## config.mk

```make
export PLATFORM = sky130hd
export DESIGN_NAME = positional_list_engine
export DESIGN_NICKNAME = d
export VERILOG_FILES = /design/src/design/ple_pkg.sv /design/src/design/ple_decode.sv /design/src/design/ple_cells.sv /design/src/design/positional_list_engine.sv
export SDC_FILE = /design/constraint.sdc
export NUM_CORES = 2
export LEC_CHECK = 0
export BUFFER_PORTS_ARGS = -buffer_cell sky130_fd_sc_hd__buf_2
export CORE_MARGIN = 3
export CORE_UTILIZATION = 65
export DETAILED_ROUTE_END_ITERATION = 6
export PLACE_DENSITY = 0.8
export SYNTH_ARGS = -nofsm -noshare
export SYNTH_HDL_FRONTEND = slang
export SYNTH_SLANG_ARGS = --single-unit
```

## constraint.sdc

```tcl
create_clock -name clk -period 12.5 [get_ports clk]
set_clock_uncertainty 0.15 [all_clocks]
set_input_delay 3.75 -clock clk [delete_from_list [all_inputs] [get_ports clk]]
set_output_delay 3.75 -clock clk [all_outputs]
set_load 0.1 [all_outputs]
```

## src/design/ple_pkg.sv

```systemverilog
package ple_pkg;

	// List geometry
	localparam int DEPTH       = 16;
	localparam int VALUE_WIDTH = 32;
	localparam int PW          = (DEPTH > 1) ? $clog2(DEPTH) : 1;  // cell index bits
	localparam int CW          = $clog2(DEPTH + 1);                // count bits

	// Command codes
	typedef enum logic [2:0] {
		CMD_PUSH_FRONT = 3'd0,
		CMD_PUSH_BACK  = 3'd1,
		CMD_INSERT     = 3'd2,
		CMD_ERASE      = 3'd3,
		CMD_READ       = 3'd4
	} cmd_t;

	// Status codes
	typedef enum logic [1:0] {
		ST_DONE  = 2'd0,
		ST_FULL  = 2'd1,
		ST_EMPTY = 2'd2
	} status_t;

	// Input item
	typedef struct packed {
		logic [2:0]          command;
		logic signed [31:0]  value;
		logic signed [15:0]  position;
	} in_item_t;

	// Result item
	typedef struct packed {
		logic [1:0]          status;
		logic [4:0]          entry_count;
		logic signed [31:0]  read_value;
	} out_item_t;

	// Decoded per-item control for the cell array
	typedef struct packed {
		logic           ins;
		logic           ers;
		logic           rd;
		logic [PW-1:0]  pos;
		logic [CW-1:0]  cnt_nxt;
		logic [1:0]     status;
	} ctrl_t;

	// 32-bit input value to stored width
	function automatic logic [VALUE_WIDTH-1:0] widen_value(input logic signed [31:0] v);
		logic signed [63:0] t;
		t = 64'(v);
		return t[VALUE_WIDTH-1:0];
	endfunction

	// Stored value back to 32 bits
	function automatic logic [31:0] narrow_value(input logic signed [VALUE_WIDTH-1:0] v);
		logic signed [63:0] t;
		t = 64'(v);
		return t[31:0];
	endfunction

	// Negative goes to the front, past the limit goes to the limit
	function automatic logic [CW-1:0] clamp_pos(input logic signed [15:0] p,
			input logic [CW-1:0] lim);
		logic [15:0] pu;
		pu = p;
		if (pu[15])
			return '0;
		else if (pu > 16'(lim))
			return lim;
		else
			return pu[CW-1:0];
	endfunction

endpackage

```

## src/design/ple_decode.sv

```systemverilog
module ple_decode
	import ple_pkg::*;
(
	input  logic          valid,
	input  in_item_t      item,
	input  logic [CW-1:0] count,
	output ctrl_t         ctrl
);

	logic          full;
	logic          empty;
	logic [CW-1:0] last;
	logic [CW-1:0] pos_ins;
	logic [CW-1:0] pos_last;

	assign full     = (count == CW'(DEPTH));
	assign empty    = (count == '0);
	assign last     = count - CW'(1);
	assign pos_ins  = clamp_pos(item.position, count);
	assign pos_last = clamp_pos(item.position, last);

	// Command decode against the current count
	always_comb begin
		ctrl         = '0;
		ctrl.cnt_nxt = count;
		ctrl.status  = ST_DONE;
		unique case (cmd_t'(item.command))
			CMD_PUSH_FRONT, CMD_PUSH_BACK, CMD_INSERT: begin
				if (full) begin
					ctrl.status = ST_FULL;
				end else begin
					ctrl.ins     = valid;
					ctrl.cnt_nxt = count + CW'(1);
					if (cmd_t'(item.command) == CMD_PUSH_FRONT)
						ctrl.pos = '0;
					else if (cmd_t'(item.command) == CMD_PUSH_BACK)
						ctrl.pos = count[PW-1:0];
					else
						ctrl.pos = pos_ins[PW-1:0];
				end
			end
			CMD_ERASE: begin
				if (empty) begin
					ctrl.status = ST_EMPTY;
				end else begin
					ctrl.ers     = valid;
					ctrl.cnt_nxt = last;
					ctrl.pos     = pos_last[PW-1:0];
				end
			end
			CMD_READ: begin
				if (empty) begin
					ctrl.status = ST_EMPTY;
				end else begin
					ctrl.rd  = 1'b1;
					ctrl.pos = pos_last[PW-1:0];
				end
			end
			default: begin
				// unused codes leave the list alone
			end
		endcase
	end

endmodule

```

## src/design/ple_cells.sv

```systemverilog
module ple_cells
	import ple_pkg::*;
(
	input  logic                   clk,
	input  ctrl_t                  ctrl,
	input  logic [VALUE_WIDTH-1:0] wr_value,
	output logic [31:0]            rd_value
);

	logic [VALUE_WIDTH-1:0] cell_q [DEPTH];

	// Insert shifts cells above pos up; erase shifts cells from pos on down
	for (genvar gi = 0; gi < DEPTH; gi++) begin : g_cell
		always_ff @(posedge clk) begin
			if (ctrl.ins) begin
				if (PW'(gi) == ctrl.pos)
					cell_q[gi] <= wr_value;
				else if (gi > 0 && PW'(gi) > ctrl.pos)
					cell_q[gi] <= cell_q[(gi > 0) ? gi - 1 : 0];
			end else if (ctrl.ers) begin
				if (gi < DEPTH - 1 && PW'(gi) >= ctrl.pos)
					cell_q[gi] <= cell_q[(gi < DEPTH - 1) ? gi + 1 : gi];
			end
		end
	end

	// Read port, state before this item's update
	assign rd_value = narrow_value(cell_q[ctrl.pos]);

endmodule

```

## src/design/positional_list_engine.sv

```systemverilog
// Channel   Ports                  Handshake
// -------   --------------------   -----------------------------------------
// command   start, busy, cmd       taken at clk edge with start high, busy low
// result    done, rsp              done high for one cycle, rsp valid then
//
// One command per cycle; busy stays low. A result passes through the input
// register and then the result register. The cell array shifts all entries
// at once, so each command finishes while it sits in the input register.
// The receiver cannot stall.
// Reset clears the count and the pipeline valid bits; list cells are not
// cleared and are only read below the count.
module positional_list_engine
	import ple_pkg::*;
(
	input  logic      clk,
	input  logic      arst_n,
	input  logic      start,
	output logic      busy,
	input  in_item_t  cmd,
	output logic      done,
	output out_item_t rsp
);

	logic          valid_s1;
	in_item_t      item_s1;
	logic [CW-1:0] count_q;
	ctrl_t         ctrl;
	logic [31:0]   rd_value;
	logic          done_q;
	out_item_t     rsp_q;

	assign busy = 1'b0;

	// Input register
	always_ff @(posedge clk or negedge arst_n) begin
		if (!arst_n)
			valid_s1 <= 1'b0;
		else
			valid_s1 <= start && !busy;
	end

	always_ff @(posedge clk) begin
		if (start && !busy)
			item_s1 <= cmd;
	end

	ple_decode u_decode (
		.valid (valid_s1),
		.item  (item_s1),
		.count (count_q),
		.ctrl  (ctrl)
	);

	ple_cells u_cells (
		.clk      (clk),
		.ctrl     (ctrl),
		.wr_value (widen_value(item_s1.value)),
		.rd_value (rd_value)
	);

	// Entry count
	always_ff @(posedge clk or negedge arst_n) begin
		if (!arst_n)
			count_q <= '0;
		else if (valid_s1)
			count_q <= ctrl.cnt_nxt;
	end

	// Result register
	always_ff @(posedge clk or negedge arst_n) begin
		if (!arst_n)
			done_q <= 1'b0;
		else
			done_q <= valid_s1;
	end

	always_ff @(posedge clk) begin
		if (valid_s1) begin
			rsp_q.status      <= ctrl.status;
			rsp_q.entry_count <= 5'(ctrl.cnt_nxt);
			rsp_q.read_value  <= ctrl.rd ? rd_value : 32'sd0;
		end
	end

	assign done = done_q;
	assign rsp  = rsp_q;

`ifndef SYNTHESIS
	a_count_range: assert property (@(posedge clk) disable iff (!arst_n)
		count_q <= CW'(DEPTH))
		else $error("entry count above depth");

	a_done_follows_item: assert property (@(posedge clk) disable iff (!arst_n)
		valid_s1 |=> done)
		else $error("result lost after item");

	a_full_keeps_count: assert property (@(posedge clk) disable iff (!arst_n)
		(valid_s1 && ctrl.status == ST_FULL) |=> count_q == CW'(DEPTH))
		else $error("full status with count below depth");

	a_empty_status: assert property (@(posedge clk) disable iff (!arst_n)
		(valid_s1 && ctrl.status == ST_EMPTY) |-> count_q == '0)
		else $error("empty status with entries present");
`endif

endmodule

```

# ---- Word-level counts from Yosys, hierarchy flattened
# Memory sizes are Yosys's and may differ from the RTL's. A register that Yosys moved wholly into a read port is not among the register bits.
# Cells that the tools add are included.
dict set report totals {
  register_bits 65
  ram_bits 512
  wordCells 316
  memories 1
}
# memory depth word_bits read_ports rd_clocked_by_memory_dff wr line
set mem_list {}
lappend mem_list {u_cells.cell_q 16 32 17 1 16 ple_cells.sv:10} ;# logic [VALUE_WIDTH-1:0] cell_q [DEPTH];
dict set report op_classes {
  addsub 2
  magnitude_cmp 32
  n_eq_ne 20
  muxes 217
  bitwise 30
  n_reduce_logical 6
}
# cell n
set ops {}
lappend ops {{$mux W32} 30}
lappend ops {{$mux W1} 174}
lappend ops {{$eq A4 B4 Y1 const A} 8}
lappend ops {{$gt A16 B5 Y1} 2}
lappend ops {{$gt A4 B4 Y1 const A} 8}
lappend ops {{$or A1 B1 Y1} 30}
lappend ops {{$ge A4 B4 Y1 const A} 7}
lappend ops {{$mux W4} 6}
lappend ops {{$mux W9} 2}
lappend ops {{$eq A3 B4 Y1 const A} 4}
lappend ops {{$ge A3 B4 Y1 const A} 4}
lappend ops {{$gt A3 B4 Y1 const A} 4}
lappend ops {{$pmux W4 S3} 1}
lappend ops {{$pmux W5 S2} 1}
lappend ops {{$eq A2 B4 Y1 const A} 2}
lappend ops {{$ge A1 B4 Y1 const A} 2}
lappend ops {{$ge A2 B4 Y1 const A} 2}
lappend ops {{$gt A2 B4 Y1 const A} 2}
lappend ops {{$eq A3 B2 Y1 const B} 2}
lappend ops {{$add A5 B1 Y5 const B} 1}
lappend ops {{$eq A5 B5 Y1 const B} 1}
lappend ops {{$logic_not A5 Y1} 1}
lappend ops {{$mux W5} 1}
lappend ops {{$sub A5 B1 Y5 const B} 1}
lappend ops {{11 further kinds} 11}

# ---- Longest topological paths before layout
dict set report logic_depth {
  depth_word 14
  mapped_depth 21
  depth_no_buf 15
}

# ---- Modules after synthesis
# Synthesis repeated with hierarchy kept, for this count alone.
dict set report hier_totals {
  cells_unflattened 3160
  hier_area_um2 35195.0
}
# mod instances cells_each area_per_inst_um2
set by_module_without_submodules {}
lappend by_module_without_submodules {ple_cells 1 2903 31188.7}
lappend by_module_without_submodules {positional_list_engine 1 139 3160.5}
lappend by_module_without_submodules {ple_decode 1 118 845.8}

# ---- Least setup slack after synthesis
# OpenSTA, ideal clock, no wires.
dict set report synth_timing {
  kind {reg2reg}
  from {register count_q[0]}
  to {memory u_cells.cell_q[8][0], enable pin}
  arrival_ps 5671
  t_required_ps 11884
  setup_slack_ps 6213
  stages_incl_launch_ff 18
  n_path_buf 3
  cell_sequence {dfrtp_1 > clkbuf_1 > inv_1 > ha_1 > nor3b_4 > and2_4 > buf_6 > nor2_1 > ha_1 > inv_1 > or2_2 > a21o_1 > nor2_2 > mux2_4 > nor2_4 > buf_2 > a31oi_1 > o21ai_0}
}
# item line
set synth_lines {}
lappend synth_lines {{from (decl)} positional_list_engine.sv:26} ;# logic [CW-1:0] count_q;
lappend synth_lines {{from (signal assigned)} positional_list_engine.sv:66} ;# count_q <= ctrl.cnt_nxt;
lappend synth_lines {{to (decl)} ple_cells.sv:10}

==> metrics.txt <==
crit path launch=count_q[0]; H-tree depth=3; # rows=85; clock sink total=609; die width=roughly 240 um; Critical Path RT=~13,000 ps; clk_lat worst skew=620 ps; Initial Util=65.9%; ys flop type=edfxtp_1; FF-to-FF End=u_cells.cell_q[8][10]; initial drt markers=6,036; Vias=31.8k; largest net degree at the start of global routing=between 100 and 150; Net Count, Synth=3,549; top cell type's share of synthesized area=50.8%; clock root buffer=clkbuf_16; Post-Syn Area per Cell=between 10 and 15 um2; first-pass GRT wire length=180 mm; Setup TNS=0 ps; commonest non-fill, non-tap cells in the layout=602 x edfxtp_1, 332 x o21ai_0, 275 x nand2_1; CP max FO=66; Setup Fix Bufs, Post-CTS=0; ranking of synthesized cells by area=edfxtp_1 51%, mux2i_1 6.4%, o21ai_0 4.7%; num ports=95; number of hold violations in the final report=0; run status=complete, but fails checks; area of the core=54,000 um2; DRC=49; VDD IR max=0.154 mV; failing checks=DRC; post-CTS sizing=0; Final Util=70.4%; layout cells sized above 1=between 10% and 20%; Synth Cell Area=35,600 um2; distinct cell type count of the synthesized netlist=73; Crit Reg-Reg Startpoint=count_q[0]; Max-slew headroom=11.2%; Routed WL per cell=29.5 um; P&R area growth vs syn=6.80%; top cell type by total area after synthesis=edfxtp_1; nets@finish=3,385; antenna diode count=0; commonest non-fill, non-tap cell in the layout=edfxtp_1; Post-synth EDFFs=602; Final Setup Violations=0; ANT nets after route=0; Tmin final=7400 ps; Final Hold Slack=405 ps; Die Ht=240 um; I/O Buffers=93; cts bufs inserted=67; unrepaired setup endpoints after global routing=no; Post-Syn Instances=3,483; Leak=~14 nW; sequential area share after synthesis=slightly above 50%; HP Class=reg -> reg; fin crit share=between 50% and 60%; Worst Max-Slew Pin Slew=1330 ps; Max clock buf depth=3; crit path to=u_cells.cell_q[8][10]; TritonCTS clock tree=yes; Total GRT Usage=roughly two fifths; pwr/cell area=186 nW/um2; critical path capture point type=flip-flop; Slew Viols, Final=0; worst reg2reg setup slack=5100 ps; Worst-path clk slew=60 ps; die area=~58,000 um2; ys async rst share=1.15%; Max-Cap Viols=0; critical path type=reg -> reg; Startpoint Class=flip-flop; hpwl dp=71.4 mm; Hold Buf Count CTS=0; vias in the first global route=29.9k; routed wire length=around 120 mm; worst-case reg-to-reg path depth=18; post-DR vias/cell=7.83; crit path DAT=7480 ps; Peak Freq=0.135 GHz; gr ovfl total=0; post-synthesis register bit count=609; Syn. warnings=0; Routability Congestion=about 0.95; antenna violations before repair=5; DRT Pass-1 Iters=7
## routing by layer
metal	GRT usage, %	routed length (um)
met3	16.0	20800
met4	15.4	5000
met1	55.7	43300
met2	58.6	50500
met5	0	49
## synth_stat cells, drive strengths merged, types with 32 or more instances
master / count
and3: 100
buf: 132
edfxtp: 602
a22o: 32
a21oi: 147
nor2: 184
nand3: 268
mux2i: 228
nor3: 144
a311o: 32
a31oi: 161
nand2: 282
and2: 36
a21o: 34
clkbuf: 264
a211oi: 163
mux2: 69
a2111oi: 32
a311oi: 32
a221o: 64
o21ai: 371
or4: 32
## critical path: stages (launching register included)
cell and delay (ps):
dfrtp_1 510, inv_1 160, ha_1 280, nor3b_4 280, and2_4 210, nor2_1 60
ha_1 300, inv_1 40, or2_2 280, a21o_1 230, nor2_2 410, mux2i_4 300
buf_4 680, nand2_4 540, o22ai_4 230, buf_4 610, nand3_1 790, buf_4 500
o21ai_4 390
## power by group
part           internal, W  leakage [nW]  switching [W]
Sequential         0.00276          5.76       0.000349
Combinational     0.000647          7.09        0.00145
Clock              0.00101         0.933       0.000831
Total              0.00442          13.8        0.00263
## registers in the layout, summed over array words and instances (netlist names)
| register | count |
|---|---|
| item_s1 | 51 |
| valid_s1 | 1 |
| rsp | 39 |
| done | 1 |
| count_q | 5 |
| u_cells.cell_q | 512 |
## cell type report
| type | instances | area (um2) |
|---|---|---|
| clock inverters | 22 | 148 |
| flip-flops and latches | 609 | 18300 |
| multi-input cells | 2468 | 15900 |
| fillers | 3847 | 16000 |
| clock buffers | 88 | 1770 |
| well taps | 696 | 871 |
| inverters | 10 | 40.0 |
| repair buffers | 163 | 991 |
## metrics by stage
stage	area, um2	cells	total power (W)	setup WS, ps
2_1_floorplan	35600	3483	0.00447	6210
3_3_place_gp	36100	3946	0.00505	5440
3_5_place_dp	36100	3946	0.00513	5400
4_1_cts	38000	4056	0.00694	5390
5_1_grt	38000	4056	0.00726	4910
6_report	38000	4056	0.00705	5100
## worst min-delay path by stage
stage                            from                      to  slack [ps]  depth (start not counted)
2_1_floorplan   u_cells.cell_q[15][0]   u_cells.cell_q[14][0]         370                          2
3_3_place_gp    u_cells.cell_q[15][1]   u_cells.cell_q[14][1]         370                          2
3_5_place_dp   u_cells.cell_q[15][27]  u_cells.cell_q[14][27]         390                          2
4_1_cts        u_cells.cell_q[15][30]  u_cells.cell_q[14][30]         400                          2
5_1_grt        u_cells.cell_q[15][29]  u_cells.cell_q[14][29]         440                          2
6_report       u_cells.cell_q[15][30]  u_cells.cell_q[14][30]         400                          2
## kinds of logic after synthesis
kind of cell,after synthesis,synth area share [%]
AO/OA/AOI/OAI,1089,20.1
XOR/XNOR,2,0.0492
adder cells (fa/ha/maj),12,0.422
buffers and inverters,406,5.01
flip-flops,609,51.3
multiplexers,297,8.65
other,1,0.0105
AND/OR/NAND/NOR,1067,14.5
Power figures use the tool's default switching activity.
